File: config.mk
export PLATFORM = sky130hd
export DESIGN_NAME = tdoa_div
export DESIGN_NICKNAME = d
export VERILOG_FILES = /design/src/rtl/core/tdoa_pkg.sv /design/src/rtl/core/tdoa_div.sv
export SDC_FILE = /design/constraint.sdc
export NUM_CORES = 1
export LEC_CHECK = 0
export BUFFER_PORTS_ARGS = -buffer_cell sky130_fd_sc_hd__buf_4
export CAP_MARGIN = 20
export CORE_MARGIN = 8
export CORE_UTILIZATION = 40
export CTS_BUF_LIST = sky130_fd_sc_hd__clkbuf_4
export DETAILED_ROUTE_END_ITERATION = 6
export SYNTH_ARGS = -nofsm -noshare
export SYNTH_HDL_FRONTEND = slang
export SYNTH_SLANG_ARGS = --single-unit
File: constraint.sdc
create_clock -name i_clk -period 5.64 [get_ports i_clk]
set_input_delay 0.846 -clock i_clk [delete_from_list [all_inputs] [get_ports i_clk]]
set_output_delay 0.846 -clock i_clk [all_outputs]
set_load 0.02 [all_outputs]
File: src/rtl/core/tdoa_pkg.sv
`timescale 1ns / 1ps
// Shared types and constants for the TDOA multilateration row builder.
// Used by tdoa_div and tdoa_multilateration_matrix_builder; no dependencies.
package tdoa_pkg;

    localparam int RECEIVER_COUNT = 5;
    localparam int DIVIDEND_W     = 128;
    localparam int DIVISOR_W      = 33;

    // Request from the sequencer to the shared divider.
    typedef struct packed {
        logic                  start;
        logic                  neg;
        logic [DIVIDEND_W-1:0] dividend;
        logic [DIVISOR_W-1:0]  divisor;
    } t_div_req;

endpackage

File: src/rtl/core/tdoa_div.sv
`timescale 1ns / 1ps
// Shared restoring divider: 128-bit magnitude over 33-bit divisor, one bit a cycle,
// signed 64-bit saturated result. Depends on tdoa_pkg.
module tdoa_div (
    input  logic               i_clk,
    input  logic               i_rst_n,
    input  tdoa_pkg::t_div_req i_req,
    output logic               o_done,
    output logic [63:0]        o_quot
);
    import tdoa_pkg::*;

    localparam logic [63:0] SMAX = 64'h7FFF_FFFF_FFFF_FFFF;
    localparam logic [63:0] SMIN = 64'h8000_0000_0000_0000;

    logic                  r_busy;
    logic                  r_done;
    logic [6:0]            r_cnt;
    logic [DIVIDEND_W-1:0] r_q;
    logic [DIVISOR_W-1:0]  r_rem;
    logic [DIVISOR_W-1:0]  r_den;
    logic                  r_neg;
    logic [DIVISOR_W:0]    w_rem2;
    logic                  w_ge;
    logic [DIVISOR_W:0]    w_sub;

    assign w_rem2 = {r_rem, r_q[DIVIDEND_W-1]};
    assign w_ge   = (w_rem2 >= {1'b0, r_den});
    assign w_sub  = w_rem2 - {1'b0, r_den};

    always_ff @(posedge i_clk) begin
        if (!i_rst_n) begin
            r_busy <= 1'b0;
            r_done <= 1'b0;
            r_cnt  <= '0;
        end else begin
            r_done <= 1'b0;
            if (i_req.start) begin
                r_busy <= 1'b1;
                r_cnt  <= '0;
            end else if (r_busy) begin
                r_cnt <= r_cnt + 7'd1;
                if (r_cnt == 7'd127) begin
                    r_busy <= 1'b0;
                    r_done <= 1'b1;
                end
            end
        end
    end

    always_ff @(posedge i_clk) begin
        if (i_req.start) begin
            r_q   <= i_req.dividend;
            r_rem <= '0;
            r_den <= i_req.divisor;
            r_neg <= i_req.neg;
        end else if (r_busy) begin
            r_q   <= {r_q[DIVIDEND_W-2:0], w_ge};
            r_rem <= w_ge ? w_sub[DIVISOR_W-1:0] : w_rem2[DIVISOR_W-1:0];
        end
    end

    // Saturate the 128-bit quotient to signed 64 bits.
    always_comb begin
        if (!r_neg) begin
            o_quot = (r_q[127:64] != '0 || r_q[63:0] > SMAX) ? SMAX : r_q[63:0];
        end else if (r_q[127:64] != '0 || r_q[63:0] > SMIN) begin
            o_quot = SMIN;
        end else begin
            o_quot = ~r_q[63:0] + 64'd1;
        end
    end

    assign o_done = r_done;

endmodule

### Yosys cells after proc, flatten, opt, wreduce, memory -nomap -nowiden

Index checks and enable logic that the tools add are counted.
Widths: inputs -> output; s select.

| storage, ports and cells | value |
|---|---|
| flip-flop bits (word level) | 204 |
| word-level logic and storage cells | 33 |
| output and inout port bits | 65 |

| operators by class | value |
|---|---|
| add/subtract/negate cells | 3 |
| bitwise gates (word level) | 3 |
| reductions and logical operators | 6 |
| equal/unequal tests | 1 |
| muxes and demuxes | 10 |
| magnitude comparators | 3 |

Operators by type and width:

| cell | number |
|---|---|
| $mux 128 | 2 |
| $mux 64 | 3 |
| $add 64x1->64 const B | 1 |
| $gt 64x63->1 const B | 1 |
| $gt 64x64->1 const B | 1 |
| $not 64->64 | 1 |
| $reduce_bool 64->1 | 1 |
| $ge 34x33->1 | 1 |
| $mux 33 | 1 |
| $sub 33x33->33 | 1 |
| $add 7x1->7 const B | 1 |
| $eq 7x7->1 const B | 1 |
| $mux 1 | 4 |
| $reduce_or 3->1 | 1 |
| $logic_or 1x1->1 | 2 |
| $not 1->1 | 2 |
| $reduce_bool 2->1 | 1 |
| $reduce_or 2->1 | 1 |

### Longest topological paths before layout

Gate-level depths: netlist (run 1).

| depth | value |
|---|---|
| word-level depth | 4 |
| gate-level depth with buffers | 14 |
| mapped depth without buffers | 12 |

### Worst setup path before layout (run 1)

No wires, ideal clock.

| path | value |
|---|---|
| kind | input -> register |
| from | in i_req[162] (netlist bit) |
| to | reg r_q[0], enable pin |
| setup slack | 1.252 ns |
| arrival time | 3.907 ns |
| buffers on the path | 2 |
| data required time | 5.160 ns |
| stages | 4 |
| cells stage by stage | clkbuf_1 nor2_1 clkbuf_1 inv_1 |

| between the ends | value |
|---|---|
| cells in the longest elaborated chain, start to end | 1 |

RTL lines:

| what | RTL line | source |
|---|---|---|
| from (decl) | tdoa_div.sv:7 | `input tdoa_pkg::t_div_req i_req,` |
| $reduce_bool 2->1 (no source line) | n/a |  |
| to (signal assigned) | tdoa_div.sv:53 | `r_q <= i_req.dividend;` |
| to (signal assigned) | tdoa_div.sv:58 | `r_q <= {r_q[DIVIDEND_W-2:0], w_ge};` |
| to (decl) | tdoa_div.sv:19 | `logic [DIVIDEND_W-1:0] r_q;` |

No other way between the ends.
A chain may end at the register's enable or synchronous reset.

### Final worst setup path (run 1)

| path | value |
|---|---|
| from | reg r_q[9] |
| to | out o_quot[42] |

| between the ends | value |
|---|---|
| cells in the longest elaborated chain, start to end | 4 |

RTL lines:

| what | RTL line | source |
|---|---|---|
| $not 64->64, or another cell as far along | tdoa_div.sv:70 | `o_quot = ~r_q[63:0] + 64'd1;` |
| $add 64x1->64, or another cell as far along | tdoa_div.sv:70 |  |
| $mux 64 (on tied branches) | tdoa_div.sv:67, tdoa_div.sv:66 |  |
| $mux 64 * | tdoa_div.sv:65 | `if (!r_neg) begin` |
| to (decl) | tdoa_div.sv:9 | `output logic [63:0] o_quot` |

Every way passes the cells marked *; elsewhere a longest branch is shown, timed or not.

==> results.sh, run 1 <==
export IMPL_crit_path_cell_trace="nor4_2 -> nand4_1 -> nor3_1 -> and4_1 -> o21ai_4 -> or2_1 -> buf_4 -> o311ai_1 -> buf_4"
export IMPL_max_slew_margin=0.364
export IMPL_grt_first_pass_wirelength_um=55600
export IMPL_chipHeight_um=192
export IMPL_tritoncts_num_sinks=204
export IMPL_worst_setup_path_start_kind="flip-flop"
export IMPL_final_period_utilization=0.904
export IMPL_netlist_top_cells_count="sky130_fd_sc_hd__edfxtp_1, sky130_fd_sc_hd__mux2_2, sky130_fd_sc_hd__nand2_1"
export IMPL_track_usage=0.184
export IMPL_synth_top_area_cell="sky130_fd_sc_hd__edfxtp_1"
export IMPL_cpMaxStageDelayCell="sky130_fd_sc_hd__nor4_2"
export IMPL_drv_max_cap_violation_count=0
export IMPL_syn_mean_instance_area_sq_um=10.3
export IMPL_timing_hold_worst_start="i_req[30]"
export IMPL_cts_resized=0
export IMPL_drc_errors_left=0
export IMPL_postCtsSetupBuffers=0
export IMPL_worst_skew_pair_late_latency_ps=700
export IMPL_detailed_router_iteration_count_before_antenna_repair=6
export IMPL_net_switching_power_w=0.00116
export IMPL_cts_root_buffer_cell="sky130_fd_sc_hd__clkbuf_4"
export IMPL_worstMarginPinSlew_ps=947
export IMPL_power_share_combinational=0.190
export IMPL_grt_pass1_vias=10400
export IMPL_totalPowerFinal_w=0.00403
export IMPL_final_period_minus_worst_setup_slack_ps=5100
export IMPL_clock_tree_from_tritoncts="done"
export IMPL_vias_per_cell=5.57
export IMPL_placementRows=64
export IMPL_antenna_found_initial=1
export IMPL_post_route_cells_drive_above_1_share=0.326
export IMPL_area_growth_syn_to_layout_pct=22.5
export IMPL_routed_wire_length_per_instance_um=18.8
export IMPL_reg2reg_setup_slack_ps=1560
export IMPL_place_detailed_hpwl_um=25600
export IMPL_worst_path_max_fanout=28
export IMPL_core_area_sq_mm=0.0306
export IMPL_cell_internal_power_dissipation_w=0.00287
export IMPL_worstPathRequired_ps=4790
export IMPL_irDropWorstVdd_mv=0.191
export IMPL_route_vias_total=10400
export IMPL_drtAntennaViolNets=0
export IMPL_cts_hold_buf=0
export IMPL_hold_viol=0
export IMPL_pwr_density_cell_mw_per_mm2=264
export IMPL_hold_path_depth=1
export IMPL_synth_ff_latch_count=204
export IMPL_worstRegToRegCells=13
export IMPL_port_buffers=229
export IMPL_status="finished, final reports clean"
export IMPL_synth_sequential_area_ratio=0.459
export IMPL_rsz0062_at_grt="no"
export IMPL_first_iter_violations=692
export IMPL_synth_area_sq_mm=0.0124
export IMPL_syn_inst=1205
export IMPL_fp_dieArea_sq_mm=0.0370
export IMPL_report_final_slew_viol_count=0
export IMPL_leakagePower_nw=5.83
export IMPL_global_route_overflow_total=0
export IMPL_clock_path_buffers=3
export IMPL_grt_start_max_net_pins=86
export IMPL_critPathCaptureType="output port"
export IMPL_synth_most_common_cell="sky130_fd_sc_hd__edfxtp_1"
export IMPL_synth_async_reset_ratio=0
export IMPL_crit_arrival_ps=4250
export IMPL_crit_path_frequent_cell="sky130_fd_sc_hd__buf_4"
export IMPL_postRouteWirelength_um=35200
export IMPL_worst_hold_slack_ps=330
export IMPL_initial_utilization=0.407
export IMPL_power_clock_fraction=0.338
export IMPL_yosys_most_used_dff="sky130_fd_sc_hd__edfxtp_1"
export IMPL_fin_setup_tns_ps=0
export IMPL_worst_hold_path_type="primary input to flip-flop"
export IMPL_ys_types=66
export IMPL_crit_reg2reg_capture="r_rem[14]"
export IMPL_synth_edff_count=162
export IMPL_achievable_frequency_ghz=0.196
export IMPL_criticalPathCategory="flip-flop to output port"
export IMPL_chipWidth_um=192
export IMPL_sequentialPowerShare=0.473
export IMPL_htree_num_levels=2
export IMPL_gp_congestion=0.872
export IMPL_switch_share=0.288
export IMPL_finalClockSkew_ps=53.7
export IMPL_number_of_setup_violations_in_the_final_report=0
export IMPL_cts_buffers=56
export IMPL_cpPeakStageDelay_ps=580
export IMPL_post_synth_top_area_fraction=0.391
export IMPL_hold_path_sink="r_den[30]"
export IMPL_number_of_nets_produced_by_synthesis=1406
export IMPL_io_pins=230
export IMPL_final_nets=1635
export IMPL_post_synth_main_area_contributors="sky130_fd_sc_hd__edfxtp_1, sky130_fd_sc_hd__mux2_2, sky130_fd_sc_hd__dfxtp_1"
export IMPL_yosysWarningCount=0
export IMPL_cts_reportedPaths_clkPinSlew_ps=60
export IMPL_r2r_start="r_q[127]"
-- cell usage in the layout (no fill, tap or decap), drive strengths merged, types with 12 or more instances in the layout --
cell	count
nor2	78
nand3	18
mux2	126
buf	240
dfxtp	42
nor4	36
clkbuf	89
clkinv	12
nand2	82
nor2b	14
xnor2	20
edfxtp	162
o311ai	34
ha	35
nor3	41
a21o	15
or3	19
nand2b	12
o21ai	76
mux2i	28
xor2	14
a211oi	21
nand4	21
inv	62
a21oi	70
-- routing by layer --
| layer | wire [um] | vias up | GRT usage |
|---|---|---|---|
| met4 | 557 | 0 | 0.0499 |
| met2 | 16000 | 353 | 0.287 |
| met1 | 15800 | 4969 | 0.250 |
| met3 | 2890 | 51 | 0.0464 |
| met5 | 0 | - | 0 |
| li1 | - | 5073 | - |
-- worst max-delay path by stage --
| stage | start | end | slack, ps | depth (start not counted) |
|---|---|---|---|---|
| finish | r_q[9] | o_quot[42] | 540 | 9 |
| global route | r_q[9] | o_quot[23] | 340 | 10 |
| CTS | r_q[9] | o_quot[42] | 520 | 9 |
| detailed placement | r_q[9] | o_quot[42] | 1370 | 9 |
| global placement | r_q[79] | o_quot[50] | 1440 | 8 |
| floorplan | i_req[162] | r_q[0] | 1250 | 4 |
-- through the flow --
step	worst slack [ps]	std cells	util	cell area (sq um)
floorplan	1250	1205	-	12400
global placement	1440	1772	0.474	14500
detailed placement	1370	1772	0.474	14500
CTS	519	1876	0.498	15200
global route	341	1877	0.498	15200
finish	543	1877	0.498	15200
-- logic make-up after synthesis --
family,share of synthesized area
AND/OR/NAND/NOR,0.147
AO/OA/AOI/OAI,0.156
flip-flops,0.459
multiplexers,0.137
buffers and inverters,0.0406
adder cells (fa/ha/maj),0.0368
XOR/XNOR,0.0239
-- state kept, by name, indices dropped and copies added, names as in the netlist --
name    count
r_busy      1
r_rem      33
r_cnt       7
o_done      1
r_neg       1
r_q       128
r_den      33
-- critical path, delay by kind of cell (launching register included) --
kind	cells	cell delay [ps]
compound gates	2	440
buf+inv	2	530
flops	1	460
simple gates	5	2120
-- power by group through the flow --
stage,clock network [W],registers (W),logic [W]
floorplan,0,0.00189,0.000494
global placement,0,0.00193,0.000757
detailed placement,0,0.00193,0.000764
CTS,0.00142,0.00190,0.000768
global route,0.00150,0.00192,0.000838
finish,0.00136,0.00191,0.000764
-- final cells by class --
type / count / area, sq um
clock buffers: 89 / 668
repair buffers: 240 / 1820
flip-flops and latches: 204 / 5710
clock inverters: 15 / 76.3
diodes: 1 / 2.50
well taps: 396 / 495
inverters: 59 / 224
fillers: 2906 / 15400
multi-input cells: 873 / 6240
No activity file was read; power rests on OpenSTA's default activity.
==> run 2: changes to the inputs <==
==> constraint.sdc (replaced) <==
create_clock -name i_clk -period 4.8 [get_ports i_clk]
set_input_delay 0.72 -clock i_clk [delete_from_list [all_inputs] [get_ports i_clk]]
set_output_delay 0.72 -clock i_clk [all_outputs]
set_load 0.02 [all_outputs]
==> results.sh, run 2 (synthesis results as in run 1) <==
export IMPL_most_common_cell_after_layout_fill_and_taps_aside="sky130_fd_sc_hd__buf_4"
export IMPL_max_slew_margin=0.339
export IMPL_worstPathRequired_ps=4080
export IMPL_worst_setup_path_start_kind="flip-flop"
export IMPL_gp_congestion=0.866
export IMPL_criticalPathCategory="flip-flop to output port"
export IMPL_largest_register="r_q"
export IMPL_post_route_cells_drive_above_1_share=0.330
export IMPL_number_of_setup_violations_in_the_final_report=0
export IMPL_report_final_slew_viol_count=0
export IMPL_worstMarginPinSlew_ps=992
export IMPL_vias_per_cell=5.55
export IMPL_port_buffers=229
export IMPL_grt_pass1_vias=10300
export IMPL_io_pins=230
export IMPL_leakagePower_nw=5.90
export IMPL_antenna_found_initial=1
export IMPL_initial_utilization=0.407
export IMPL_placementRows=64
export IMPL_multi_input_comb_area_sq_mm=0.00628
export IMPL_htree_num_levels=2
export IMPL_worst_skew_pair_late_latency_ps=720
export IMPL_first_iter_violations=769
export IMPL_r2r_start="r_q[127]"
export IMPL_worst_path_buffer_plus_inverter_count=1
export IMPL_routed_wire_length_per_instance_um=18.9
export IMPL_core_area_sq_mm=0.0306
export IMPL_crit_path_frequent_cell="sky130_fd_sc_hd__or3_1"
export IMPL_chipWidth_um=192
export IMPL_critical_path_endpoint="o_quot[61]"
export IMPL_rsz0062_at_grt="yes"
export IMPL_hold_viol=0
export IMPL_route_vias_total=10500
export IMPL_cts_buffers=58
export IMPL_place_detailed_hpwl_um=25500
export IMPL_regArea_sq_mm=0.00571
export IMPL_track_usage=0.186
export IMPL_final_nets=1644
export IMPL_cts_reportedPaths_clkPinSlew_ps=60
export IMPL_chipHeight_um=192
export IMPL_drtAntennaViolNets=0
export IMPL_cts_hold_buf=0
export IMPL_cp_num_cells=9
export IMPL_fin_setup_tns_ps=0
export IMPL_cpMaxStageDelayCell="sky130_fd_sc_hd__edfxtp_1"
export IMPL_tritoncts_num_sinks=204
export IMPL_achievable_frequency_ghz=0.218
export IMPL_reg2reg_setup_slack_ps=1220
export IMPL_clock_tree_from_tritoncts="done"
export IMPL_crit_path_cell_trace="or3_1 -> or3_1 -> nor3_2 -> nand3_1 -> nor3_4 -> nand2_1 -> a21o_1 -> a21oi_1 -> buf_4"
export IMPL_clock_path_buffers=3
export IMPL_pwr_density_cell_mw_per_mm2=312
export IMPL_final_period_utilization=0.955
export IMPL_totalPowerFinal_w=0.00480
export IMPL_worst_hold_slack_ps=200
export IMPL_fillerInstances=2863
export IMPL_largest_reg_flops=128
export IMPL_final_period_minus_worst_setup_slack_ps=4580
export IMPL_irDropWorstVdd_mv=0.195
export IMPL_grt_start_max_net_pins=189
export IMPL_largest_registers="r_q x128, r_den x33, r_rem x33"
export IMPL_cts_root_buffer_cell="sky130_fd_sc_hd__clkbuf_4"
export IMPL_grt_first_pass_wirelength_um=55800
export IMPL_critPathCaptureType="output port"
export IMPL_area_growth_syn_to_layout_pct=23.7
export IMPL_global_route_overflow_total=0
export IMPL_crit_start="r_q[21]"
export IMPL_postRouteWirelength_um=35800
export IMPL_worstRegToRegCells=14
export IMPL_detailed_router_iteration_count_before_antenna_repair=7
export IMPL_crit_reg2reg_capture="r_rem[15]"
export IMPL_worst_hold_path_type="primary input to flip-flop"
export IMPL_crit_arrival_ps=3860
export IMPL_mostFrequentLayoutCells="sky130_fd_sc_hd__buf_4, sky130_fd_sc_hd__edfxtp_1, sky130_fd_sc_hd__mux2_2, sky130_fd_sc_hd__clkbuf_4, sky130_fd_sc_hd__nand2_1"
export IMPL_drv_max_cap_violation_count=0
export IMPL_timing_critical_path_max_delay_family="simple AND/OR/NAND/NOR gates"
export IMPL_drc_errors_left=0
export IMPL_finalClockSkew_ps=52.0
export IMPL_worst_path_max_fanout=8
export IMPL_status="finished, final reports clean"
export IMPL_cpPeakStageDelay_ps=490
export IMPL_fp_dieArea_sq_mm=0.0370
## run 2: cell count changes in the layout (fill, tap and decap cells not counted), moves of 2 or more
cell,before,now
sky130_fd_sc_hd__clkinv_1,10,15
sky130_fd_sc_hd__buf_4,238,241
sky130_fd_sc_hd__buf_6,1,3
sky130_fd_sc_hd__clkbuf_4,89,91
sky130_fd_sc_hd__clkinv_2,2,0
## run 2: routing by layer
metal,global-route usage,wire [um],vias to the layer above
met3,0.0477,3040,55
met4,0.0529,669,0
met2,0.291,16100,388
li1,-,-,5099
met1,0.251,16000,4945
met5,0,0,-
## run 2: worst min path at each step
stage          cells after the start   endpoint  slack [ps]       from
2_1_floorplan                      2  r_rem[13]         450  r_rem[13]
3_3_place_gp                       2   r_cnt[6]         460   r_cnt[6]
3_5_place_dp                       2  r_rem[17]         480  r_rem[17]
4_1_cts                            1   r_den[4]         110   i_req[4]
5_1_grt                            1   r_den[9]         130   i_req[9]
6_report                           1  r_den[27]         200  i_req[27]
## run 2: worst register-to-register path, stage by stage, from the launching register on
cell	delay, ps
sky130_fd_sc_hd__edfxtp_1	400
sky130_fd_sc_hd__inv_1	120
sky130_fd_sc_hd__ha_1	170
sky130_fd_sc_hd__inv_1	50
sky130_fd_sc_hd__fa_1	430
sky130_fd_sc_hd__a211oi_1	310
sky130_fd_sc_hd__o21bai_1	140
sky130_fd_sc_hd__a221oi_1	280
sky130_fd_sc_hd__buf_4	190
sky130_fd_sc_hd__a21oi_1	120
sky130_fd_sc_hd__a21oi_1	350
sky130_fd_sc_hd__o21ai_4	260
sky130_fd_sc_hd__buf_16	250
sky130_fd_sc_hd__mux2i_1	150
sky130_fd_sc_hd__a211oi_1	240
## run 2: cell type report
type | count | area share
multi-input combinational | 873 | 0.408
sequential | 204 | 0.371
timing repair buffer | 247 | 0.124
clock buffer | 91 | 0.0444
tap | 396 | 0.0322
inverter | 59 | 0.0146
clock inverter | 18 | 0.00537
antenna | 1 | 0.000163
## run 2: power by group
part	internal [W]	total (W)	leakage, nW	switching (W)
clock network	0.000866	0.00166	0.455	0.000794
logic	0.000423	0.000899	3.48	0.000476
registers	0.00210	0.00224	1.96	0.000138
## run 2: per-stage QoR
stage	util	cell area, sq um	std cells	setup slack, ps
2_1_floorplan	-	12400	1205	538
3_3_place_gp	0.475	14500	1776	830
3_5_place_dp	0.476	14600	1777	681
4_1_cts	0.501	15300	1886	57.9
5_1_grt	0.503	15400	1889	-6.14
6_report	0.503	15400	1889	218
## run 2: timing repair
action / in CTS / in global routing
endpoints found under the hold margin: 0 / 0
buffers inserted: 0 / 2
pin swaps: 0 / 1
endpoints found under the setup margin: 8 / 31
resized for setup: 2 / 6
